--- config.mk ---
export PLATFORM = sky130hd
export DESIGN_NAME = tac_fifo
export DESIGN_NICKNAME = d
export VERILOG_FILES = /design/src/hdl/tac_pkg.sv /design/src/hdl/tac_fifo.sv
export SDC_FILE = /design/constraint.sdc
export NUM_CORES = 1
export LEC_CHECK = 0
export ABC_AREA = 1
export BUFFER_PORTS_ARGS = -buffer_cell sky130_fd_sc_hd__buf_2
export CAP_MARGIN = 40
export CORE_UTILIZATION = 60
export DETAILED_ROUTE_END_ITERATION = 16
export PLACE_DENSITY = 0.82
export SETUP_SLACK_MARGIN = 0.1
export SYNTH_ARGS = -nofsm -noshare
export SYNTH_HDL_FRONTEND = slang
export SYNTH_SLANG_ARGS = --single-unit
--- constraint.sdc ---
create_clock -name clk -period 2.95 [get_ports clk]
set_input_delay 0.59 -clock clk [delete_from_list [all_inputs] [get_ports clk]]
set_output_delay 0.59 -clock clk [all_outputs]
set_load 0.05 [all_outputs]
--- src/hdl/tac_pkg.sv ---
package tac_pkg;

    localparam int GAIN_W     = 16;
    localparam int THR_W      = 31;
    localparam int CFG_W      = 31;
    localparam int SCALED_W   = 32;
    localparam int AMP_W      = 34;
    localparam int DUR_W      = 24;
    localparam int COUNT_W    = 25;
    localparam int OUT_W      = 88;
    localparam int FIFO_DEPTH = 4;
    localparam int FIFO_PTR_W = 2;
    localparam int FIFO_CNT_W = 3;

    localparam logic CFG_SCALE_GAIN     = 1'b0;
    localparam logic CFG_TURN_THRESHOLD = 1'b1;

    localparam logic [GAIN_W-1:0]         GAIN_RESET = 16'd256;
    localparam logic [THR_W-1:0]          THR_RESET  = 31'd25600;
    localparam logic signed [COUNT_W-1:0] COUNT_INIT = -25'sd1;
    localparam logic signed [COUNT_W-1:0] COUNT_MAX  = 25'sd16777215;

    typedef struct packed {
        logic                       last;
        logic signed [SCALED_W-1:0] scaled;
    } tac_item_t;

endpackage

--- src/hdl/tac_fifo.sv ---
module tac_fifo
    import tac_pkg::*;
(
    input  logic      clk,
    input  logic      rst_n,
    input  logic      push,
    input  tac_item_t wr_item,
    input  logic      pop,
    output tac_item_t rd_item,
    output logic      not_empty,
    output logic      full
);

    tac_item_t             mem [FIFO_DEPTH];
    logic [FIFO_PTR_W-1:0] wr_ptr_reg;
    logic [FIFO_PTR_W-1:0] rd_ptr_reg;
    logic [FIFO_CNT_W-1:0] count_reg;
    logic [FIFO_CNT_W-1:0] count_next;

    assign not_empty = (count_reg != '0);
    assign full      = (count_reg == FIFO_CNT_W'(FIFO_DEPTH));
    assign rd_item   = mem[rd_ptr_reg];

    always_comb
    begin
        count_next = count_reg;
        if (push && !pop)
        begin
            count_next = count_reg + 1'b1;
        end
        else if (pop && !push)
        begin
            count_next = count_reg - 1'b1;
        end
    end

    always_ff @(posedge clk)
    begin
        if (push)
        begin
            mem[wr_ptr_reg] <= wr_item;
        end
    end

    always_ff @(posedge clk or negedge rst_n)
    begin
        if (!rst_n)
        begin
            wr_ptr_reg <= '0;
            rd_ptr_reg <= '0;
            count_reg  <= '0;
        end
        else
        begin
            if (push)
            begin
                wr_ptr_reg <= wr_ptr_reg + 1'b1;
            end
            if (pop)
            begin
                rd_ptr_reg <= rd_ptr_reg + 1'b1;
            end
            count_reg <= count_next;
        end
    end

    a_no_overflow: assert property (@(posedge clk) disable iff (!rst_n)
        !(push && full && !pop))
        else $error("item pushed into full queue");

    a_no_underflow: assert property (@(posedge clk) disable iff (!rst_n)
        pop |-> not_empty)
        else $error("pop from empty queue");

    a_count_bound: assert property (@(posedge clk) disable iff (!rst_n)
        count_reg <= FIFO_CNT_W'(FIFO_DEPTH))
        else $error("queue count beyond depth");

endmodule

=== After elaboration in Yosys (flattened, before gate mapping) ===
Memories as Yosys holds them, arrays and structs flattened.
Index checks and enable logic that the tools add are counted.

* Bits in registers: 7
* Input bits: 37
* Output and inout port bits: 35
* Memories: 1
* RAM bits: 132
* Word-level logic and storage cells: 19

{| class="wikitable"
|+ Memories
! name !! words !! bits a word !! read ports !! clocked after Yosys merged registers in !! wr ports !! RTL line !! source
|-
| mem || 4 || 33 || 1 || 0 || 1 || tac_fifo.sv:14 || <nowiki>tac_item_t mem [FIFO_DEPTH];</nowiki>
|}

* Equality and inequality tests: 1
* Multiplexer cells: 4
* Reduce and logical (&&, ||, !) cells: 6
* Add/subtract/negate cells: 4

{| class="wikitable"
|+ Operators by type and width
! kind !! number
|-
| $mux W3 || 2
|-
| $add A2 B1 Y2 const B || 2
|-
| $add A3 B1 Y3 const B || 1
|-
| $eq A3 B3 Y1 const B || 1
|-
| $reduce_bool A3 Y1 || 1
|-
| $sub A3 B1 Y3 const B || 1
|-
| $logic_and A1 B1 Y1 || 2
|-
| $logic_not A1 Y1 || 2
|-
| $mux W1 || 2
|-
| $reduce_bool A2 Y1 || 1
|}

=== Depth between registers and ports, before layout ===
Gate-level depths: netlist (run 1).

* Word-level depth: 4
* Depth in mapped cells: 9

=== Worst setup path before layout (run 1) ===
No wires, ideal clock.

* Path kind: flip-flop to output port
* Start: register count_reg[0]
* End: output port full
* Path slack: 838 ps
* Arrival time: 1522 ps
* Stages on the path, launching flop included: 2
* Cells stage by stage: dfrtp_1 > nor3_1

* Longest elaborated chain between the ends: 1

{| class="wikitable"
|+ RTL lines
! what !! RTL line !! source
|-
| start: declaration || tac_fifo.sv:17 || <nowiki>logic [FIFO_CNT_W-1:0] count_reg;</nowiki>
|-
| start signal: assignment || tac_fifo.sv:63 || <nowiki>count_reg <= count_next;</nowiki>
|-
| $eq A3 B3 Y1 || tac_fifo.sv:21 || <nowiki>assign full = (count_reg == FIFO_CNT_W'(FIFO_DEPTH));</nowiki>
|-
| end: declaration || tac_fifo.sv:11 || <nowiki>output logic full</nowiki>
|}

No other way between the ends.

==> results of run 1 <==
layout make-up:
cell class                 instances  area, um^2  area share, %
sequential                       139        4140           59.6
multi-input combinational        194        1280           18.4
timing repair buffer              80         463           6.66
clock buffer                      18         418           6.02
inverter                          78         295           4.25
clock inverter                    13         189           2.72
tap                              129         161           2.32
power by group:
part	switching, mW	internal (mW)
registers	0.155	2.60
logic	2.68	0.878
clock network	0.783	1.38
total	3.61	4.85
repair_timing:
item                                   4_1_cts  5_1_grt
resized for setup                            0        1
setup endpoints to repair                    0        1
hold buffers                                 1        0
endpoints found under the hold margin        7        0
cells by family after synthesis:
group                      after synthesis  synth area share (%)
AOI/OAI and AO/OA                       67                  11.3
xor gates and xnor gates                 4                 0.595
buffers and inverters                  101                  7.97
adders and majority gates                6                  1.40
and+or+nand+nor                        117                  8.40
DFF                                    139                  70.3
worst register-to-register path, cell delays in order, from the launching register on:
cell	delay [ps]
dfrtp_1	420
inv_1	90
ha_1	210
nand2_1	60
clkinv_1	550
buf_4	470
final timing paths:
check,endpoint,slack [ps],cells after the start
max in group asynchronous,rd_ptr_reg[0],2330,2
worst min-delay path,mem[2][19],290,1
worst max-delay path,rd_item[1],410,4
min in group asynchronous,count_reg[0],440,2
worst max register to register,mem[0][18],870,5
worst min register to register,count_reg[2],500,2
through the flow:
stage / hold slack (ps) / instance area, um^2 / power (mW) / worst slack (ps)
5_1_grt: 263 / 6950 / 8.84 / 315
2_1_floorplan: 294 / 5890 / 5.61 / 838
6_report: 285 / 6950 / 8.47 / 408
3_3_place_gp: 435 / 6330 / 6.24 / 777
3_5_place_dp: 438 / 6330 / 6.33 / 760
4_1_cts: 261 / 6950 / 8.53 / 201
placed cells by master, fill, tap and decap left out, drive strengths merged:
cell	instances
buf	79
bufinv	4
clkbuf	18
clkinv	7
clkinvlp	2
dfrtp	7
dlygate4sd3	1
edfxtp	132
fa	1
ha	5
inv	78
nand2	113
nand3	1
nand4	1
nor2	1
nor3	1
o211ai	66
o21ai	1
xnor2	1
xor2	3
per-layer routing:
layer | vias up | GRT usage [%]
met1 | 1668 | 26.6
li1 | 1647 | -
met4 | 0 | 9.36
met2 | 132 | 41.4
met5 | - | 0
met3 | 11 | 7.00
==> results.sh, run 1 <==
export IMPL_dr_total_vias=3458
export IMPL_ant_nets=0
export IMPL_slowest_delay_ps=440
export IMPL_synth_top_area_cell="edfxtp_1"
export IMPL_rows=35
export IMPL_cts_setup_buffers=0
export IMPL_synthCells=434
export IMPL_cp_num_buf_inv=2
export IMPL_fin_nets=553
export IMPL_diodes=0
export IMPL_finalHoldViolCount=0
export IMPL_wl_met3_um=686
export IMPL_wl_met1_um=4170
export IMPL_first_pass_iters=4
export IMPL_finish_utilization_pct=74.1
export IMPL_grt_pass1_wl_um=17200
export IMPL_n_fill_cell=587
export IMPL_post_dp_hpwl_um=6380
export IMPL_synthTopCellsByCount="edfxtp_1 (132), nand2_1 (93), inv_1 (77), o211ai_1 (33), o211ai_2 (33)"
export IMPL_worst_setup_path_end_kind="output pin"
export IMPL_clock_root_buffer="clkbuf_8"
export IMPL_grt_remaining_overflow=0
export IMPL_hold_class="in -> reg"
export IMPL_ys_seq_area_share_pct=70.3
export IMPL_netlist_area_leader_share_pct=67.3
export IMPL_ys_ff_latch=139
export IMPL_status="completed"
export IMPL_cts_tree="built"
export IMPL_clock_sinks=139
export IMPL_drt_initial_drc_count=165
export IMPL_synth_avg_cell_area_um2=13.6
export IMPL_drt_total_wl_um=10900
export IMPL_slew_viol_final=0
export IMPL_die_x_um=101
export IMPL_worstMarginPinSlew_ps=719
export IMPL_first_global_vias=3607
export IMPL_die_area_um2=10200
export IMPL_clockBufferDepth=2
export IMPL_max_freq_mhz=393
export IMPL_dr_wl_met2_um=5880
export IMPL_synth_most_common_cell="edfxtp_1"
export IMPL_cp_startpoint="rd_ptr_reg[1]"
export IMPL_drc=0
export IMPL_antenna_found_initial=0
export IMPL_power_density_nw_per_um2=1220
export IMPL_max_cap_violations=0
export IMPL_start_kind="flip-flop"
export IMPL_dp_cells=619
export IMPL_crit_required_ps=2360
export IMPL_async_flop_share_pct=5.04
export IMPL_critPathSlowestCell="inv_4"
export IMPL_period_share_pct=86.2
export IMPL_synth_ff_type="edfxtp_1"
export IMPL_ys_warn_count=0
export IMPL_path_delay_family="buffers and inverters"
export IMPL_path_cells="inv_4 > o211ai_2 > nand2_1 > buf_2"
export IMPL_setup_violations=0
export IMPL_synth_cell_types=22
export IMPL_grt_max_degree=58
export IMPL_largest_reg_flops=132
export IMPL_cts_buffers=17
export IMPL_synth_area_top_cells="edfxtp_1 (67%), o211ai_2 (7.0%), nand2_1 (5.9%)"
export IMPL_peakVddDrop_v=0.000841
export IMPL_io_buffers=71
export IMPL_synth_edf_count=132
export IMPL_htreeDepth=4
export IMPL_start_util_pct=62.8
export IMPL_grt_usage_pct=23.4
export IMPL_syn_area_um2=5890
export IMPL_slew_headroom_pct=51.8
export IMPL_finClkSkew_ps=8.31
export IMPL_drive_gt1_share_pct=31.4
export IMPL_r2r_start="wr_ptr_reg[0]"
export IMPL_worstPathArrival_ps=1950
export IMPL_p_leak_nw=2.86
export IMPL_wl_per_cell_um=16.7
export IMPL_top_layer="met4"
export IMPL_viasPerCell=5.31
export IMPL_gp_congestion=0.744
export IMPL_finalSetupTns_ps=0
export IMPL_path_class="reg -> out"
export IMPL_path_clk_slew_ps=60
export IMPL_core_um2=9370
export IMPL_finalCriticalPeriod_ps=2540
export IMPL_clkLatencyLatePin_ps=510
export IMPL_area_growth_pct=18.0
export IMPL_min_delay_start="wr_item[19]"
export IMPL_rsz0062_at_grt="false"
export IMPL_path_max_fanout=34
export IMPL_final_cells=651
export IMPL_io_pins=72
export IMPL_synth_nets=477
export IMPL_die_h_um=101
Power figures use the tool's default switching activity.
==> run 2: changes to the inputs <==
- ABC_AREA: 1 -> unset
- PLACE_DENSITY: 0.82 -> 0.83
==> results.sh, run 2 <==
export IMPL_status="completed"
export IMPL_finalCriticalPeriod_ps=2760
export IMPL_finalHoldViolCount=0
export IMPL_clock_root_buffer="clkbuf_8"
export IMPL_fin_hold_ws_ps=270
export IMPL_final_common_cell="edfxtp_1"
export IMPL_cts_buffers=17
export IMPL_slew_viol_final=0
export IMPL_synth_area_top_cells="edfxtp_1 (76%), mux4_2 (12%), dfrtp_1 (3.4%)"
export IMPL_ys_warn_count=0
export IMPL_worst_setup_path_end_kind="output pin"
export IMPL_synth_edf_count=132
export IMPL_max_freq_mhz=362
export IMPL_htreeDepth=4
export IMPL_fin_nets=341
export IMPL_dr_total_vias=2411
export IMPL_p_clk_share_pct=30.3
export IMPL_gp_congestion=0.653
export IMPL_power_density_nw_per_um2=1220
export IMPL_start_util_pct=62.8
export IMPL_p_int_mw=4.96
export IMPL_die_area_um2=9060
export IMPL_period_share_pct=93.7
export IMPL_synthCells=207
export IMPL_grt_remaining_overflow=0
export IMPL_clkLatencyLatePin_ps=530
export IMPL_netlist_area_leader_share_pct=76.1
export IMPL_worstPathArrival_ps=2170
export IMPL_synthTopCellsByCount="edfxtp_1 (132), mux4_2 (28), dfrtp_1 (7), ha_1 (5), mux4_1 (5)"
export IMPL_first_global_vias=2531
export IMPL_combPwrFrac_pct=32.9
export IMPL_area_growth_pct=22.0
export IMPL_grt_max_degree=35
export IMPL_synth_nets=250
export IMPL_drt_initial_drc_count=128
export IMPL_ant_nets=0
export IMPL_hold_class="in -> reg"
export IMPL_die_h_um=95.2
export IMPL_synth_avg_cell_area_um2=25.2
export IMPL_die_x_um=95.2
export IMPL_path_clk_slew_ps=60
export IMPL_setup_violations=0
export IMPL_max_cap_violations=0
export IMPL_worstMarginPinSlew_ps=815
export IMPL_path_class="reg -> out"
export IMPL_synth_most_common_cell="edfxtp_1"
export IMPL_finClkSkew_ps=7.20
export IMPL_rows=33
export IMPL_drt_total_wl_um=9700
export IMPL_grt_pass1_wl_um=14200
export IMPL_drive_gt1_share_pct=46.3
export IMPL_cts_tree="built"
export IMPL_core_um2=8300
export IMPL_n_fill_cell=429
export IMPL_largest_reg_flops=132
export IMPL_io_buffers=71
export IMPL_finalSetupTns_ps=0
export IMPL_clockBufferDepth=2
export IMPL_diodes=0
export IMPL_switching_share_pct=36.0
export IMPL_p_leak_nw=2.28
export IMPL_p_switching_mw=2.79
export IMPL_rsz0062_at_grt="false"
export IMPL_ys_seq_area_share_pct=79.5
export IMPL_seqPwrFrac_pct=36.9
export IMPL_grt_usage_pct=24.0
export IMPL_start_kind="flip-flop"
export IMPL_slew_headroom_pct=45.7
export IMPL_synth_ff_type="edfxtp_1"
export IMPL_first_pass_iters=4
export IMPL_synth_cell_types=19
export IMPL_peakVddDrop_v=0.000691
export IMPL_hold_depth=1
export IMPL_async_flop_share_pct=5.04
export IMPL_final_cell_mix="edfxtp_1 (132), buf_2 (71), mux4_2 (28)"
export IMPL_synth_top_area_cell="edfxtp_1"
export IMPL_wl_per_cell_um=23.3
export IMPL_ys_ff_latch=139
export IMPL_path_max_fanout=11
export IMPL_antenna_found_initial=0
export IMPL_io_pins=72
export IMPL_crit_required_ps=2360
export IMPL_clock_sinks=139
export IMPL_worstRegToRegCells=4
export IMPL_viasPerCell=5.80
export IMPL_post_dp_hpwl_um=5360
export IMPL_drc=0
export IMPL_syn_area_um2=5210
run 2: changes by cell type after synthesis, sizes merged, moves of 4 or more:
cell	change
and2	+4
o211ai	-66
inv	-73
mux4	+33
nand2	-111
buf	-14
run 2: worst max-delay path: stages, from the launching register on:
cell,delay (ps)
dfrtp_4,550
buf_4,290
mux4_2,560
buf_2,230
run 2: cells by family after synthesis:
family          synth area share, %
compound gates               0.0960
xor+xnor                       1.01
fa+ha+maj                      1.59
buf+inv                        2.04
flops                          79.5
mux                            14.8
simple gates                  0.961
run 2: worst paths after layout:
kind / end / startpoint / slack [ps]
setup / recovery: rd_item[11] / rd_ptr_reg[0] / 190
min in group asynchronous: count_reg[0] / rst_n / 430
hold / removal: mem[1][10] / wr_item[10] / 270
max in group asynchronous: rd_ptr_reg[0] / rst_n / 2330
hold reg to reg: count_reg[2] / count_reg[2] / 490
setup reg to reg: mem[2][9] / wr_ptr_reg[0] / 1060
run 2: area by class of cell:
| type | instances | area, um^2 | area share, % |
|---|---|---|---|
| Clock buffer | 17 | 414 | 6.52 |
| Clock inverter | 15 | 245 | 3.86 |
| Inverter | 4 | 15.0 | 0.236 |
| Multi-Input combinational cell | 56 | 968 | 15.2 |
| Sequential cell | 139 | 4140 | 65.2 |
| Tap cell | 105 | 131 | 2.07 |
| Timing Repair Buffer | 80 | 438 | 6.89 |
run 2: power groups by stage:
stage / Sequential, mW / Combinational, mW / Clock (mW)
finish: 2.86 / 2.55 / 2.35
global route: 2.90 / 2.70 / 2.45
CTS: 2.86 / 2.58 / 2.37
detailed placement: 2.88 / 2.55 / 0
global placement: 2.85 / 2.52 / 0
floorplan: 2.71 / 2.20 / 0
run 2: layer usage:
layer | part of all wire [%] | track usage, % | vias up
li1 | - | - | 1057
met2 | 50 | 37.4 | 87
met3 | 6.8 | 9.41 | 16
met5 | 0 | 0 | -
met4 | 1.9 | 11.0 | 0
met1 | 41 | 29.8 | 1251
run 2: repair_timing:
action                                  4_1_cts  5_1_grt
endpoints found under the setup margin        0        9
resized for setup                             0        1
hold buffers                                  1        0
setup buffers                                 0        0
hold endpoints to repair                      7        0
run 2: through the flow:
| stage | cell area, um^2 | util, % | std cells | power [mW] | setup slack [ps] |
|---|---|---|---|---|---|
| final | 6360 | 76.6 | 416 | 7.75 | 186 |
| after global routing | 6360 | 76.6 | 416 | 8.05 | 109 |
| after CTS | 6350 | 76.6 | 416 | 7.81 | 105 |
| after detailed placement | 5680 | 68.5 | 383 | 5.43 | 713 |
| after global placement | 5680 | 68.5 | 383 | 5.38 | 732 |
| after floorplan | 5210 | - | 207 | 4.91 | 766 |
==> run 3: changes to the inputs <==
- CELL_PAD_IN_SITES_DETAIL_PLACEMENT: unset -> 1
- CELL_PAD_IN_SITES_GLOBAL_PLACEMENT: unset -> 1
- CORE_ASPECT_RATIO: unset -> 0.8
- CORE_UTILIZATION: 60 -> 54
- PLACE_DENSITY: 0.83 -> unset
- PLACE_DENSITY_LB_ADDON: unset -> 0.1
- REMOVE_ABC_BUFFERS: unset -> 1
==> results.sh, run 3 (synthesized netlist as in run 2, its figures left out) <==
export IMPL_first_pass_iters=10
export IMPL_peakVddDrop_v=0.000786
export IMPL_fin_nets=342
export IMPL_p_switching_mw=2.81
export IMPL_cts_setup_buffers=0
export IMPL_violations="design-rule violations"
export IMPL_hold_class="in -> reg"
export IMPL_clock_sinks=139
export IMPL_start_kind="flip-flop"
export IMPL_combPwrFrac_pct=34.3
export IMPL_worstMarginPinSlew_ps=571
export IMPL_finalSetupTns_ps=0
export IMPL_slew_viol_final=0
export IMPL_max_cap_violations=0
export IMPL_pre_cts_ws_ps=805
export IMPL_seqPwrFrac_pct=35.8
export IMPL_max_freq_mhz=388
export IMPL_diodes=0
export IMPL_dr_total_vias=2401
export IMPL_clkLatencyLatePin_ps=410
export IMPL_grt_usage_pct=22.1
export IMPL_die_h_um=89.8
export IMPL_fin_hold_ws_ps=384
export IMPL_path_cells="buf_4 > mux4_1 > buf_2"
export IMPL_drt_initial_drc_count=126
export IMPL_area_growth_pct=22.1
export IMPL_slowest_delay_ps=620
export IMPL_path_max_fanout=20
export IMPL_drt_total_wl_um=9860
export IMPL_finalCriticalPeriod_ps=2570
export IMPL_switching_share_pct=36.4
export IMPL_grt_max_degree=22
export IMPL_antenna_found_initial=0
export IMPL_htreeDepth=4
export IMPL_start_util_pct=56.7
export IMPL_finClkSkew_ps=7.59
export IMPL_final_common_cell="edfxtp_1"
export IMPL_cts_buffers=17
export IMPL_grt_pass1_wl_um=15300
export IMPL_final_cell_mix="edfxtp_1 (132), buf_2 (71), mux4_2 (28)"
export IMPL_viasPerCell=5.62
export IMPL_setup_violations=0
export IMPL_setup_ws_ps=375
export IMPL_die_x_um=112
export IMPL_clock_root_buffer="clkbuf_16"
export IMPL_clockBufferDepth=2
export IMPL_slew_headroom_pct=62.0
export IMPL_p_clk_share_pct=29.9
export IMPL_finalHoldViolCount=0
export IMPL_worstPathArrival_ps=1980
export IMPL_rows=31
export IMPL_io_pins=72
export IMPL_io_buffers=71
export IMPL_rsz0062_at_grt="false"
export IMPL_status="finished, violations left"
export IMPL_ant_nets=0
export IMPL_drive_gt1_share_pct=46.8
export IMPL_path_class="reg -> out"
export IMPL_p_int_mw=4.91
export IMPL_post_dp_hpwl_um=5820
export IMPL_cts_tree="built"
export IMPL_path_clk_slew_ps=60
export IMPL_power_density_nw_per_um2=1210
export IMPL_core_um2=9190
export IMPL_grt_remaining_overflow=0
export IMPL_die_area_um2=10000
export IMPL_worst_setup_path_end_kind="output pin"
export IMPL_gp_congestion=0.682
export IMPL_p_leak_nw=2.27
export IMPL_wl_per_cell_um=23.1
export IMPL_power_total_mw=7.73
export IMPL_critPathSlowestCell="mux4_1"
export IMPL_period_share_pct=87.3
export IMPL_largest_reg_flops=132
export IMPL_first_global_vias=2667
export IMPL_drc=5
export IMPL_finish_utilization_pct=69.2
export IMPL_crit_required_ps=2360
==> run 3: what timing repair did <==
item,4_1_cts,5_1_grt
endpoints found under the hold margin,7,0
resized for setup,0,0
hold buffers,1,0
==> run 3: layout make-up <==
cell class,count,area [um^2]
sequential,139,4140
multi-input combinational,56,968
clock inverter,15,223
fill,732,2830
inverter,4,15.0
timing repair buffer,81,445
tap,115,144
clock buffer,17,425
==> run 3: final timing paths <==
check                         startpoint            end  slack [ps]  depth (start not counted)
max in group asynchronous          rst_n  rd_ptr_reg[0]        2240                          2
min in group asynchronous          rst_n  rd_ptr_reg[1]         540                          2
hold reg to reg             count_reg[2]   count_reg[2]         500                          1
setup reg to reg           wr_ptr_reg[1]     mem[1][22]        1060                          4
hold / removal               wr_item[14]     mem[1][14]         380                          1
setup / recovery           rd_ptr_reg[0]    rd_item[32]         380                          3
==> run 3: critical path: cells and delay by family (launching register included) <==
kind | cells | cell delay [ps]
buffers and inverters | 2 | 590
multiplexers | 1 | 620
flip-flops | 1 | 350
==> run 3: per-layer routing <==
layer | global-route usage, % | vias up | wire, um
met2 | 37.0 | 75 | 5100
met1 | 26.4 | 1253 | 4140
li1 | - | 1059 | -
met3 | 8.50 | 14 | 495
met4 | 7.32 | 0 | 125
met5 | 0 | - | 0
==> run 3: through the flow <==
step	instance area (um^2)	instances
after global placement	5700	394
after global routing	6360	427
final	6360	427
after floorplan	5120	199
after CTS	6360	427
after detailed placement	5700	394
==> run 3: power groups by stage <==
stage	registers (mW)	logic [mW]	clock network, mW
2_1_floorplan	2.87	1.92	0
3_3_place_gp	2.77	2.65	0
3_5_place_dp	2.79	2.67	0
4_1_cts	2.77	2.70	2.34
5_1_grt	2.80	2.79	2.41
6_report	2.76	2.65	2.31
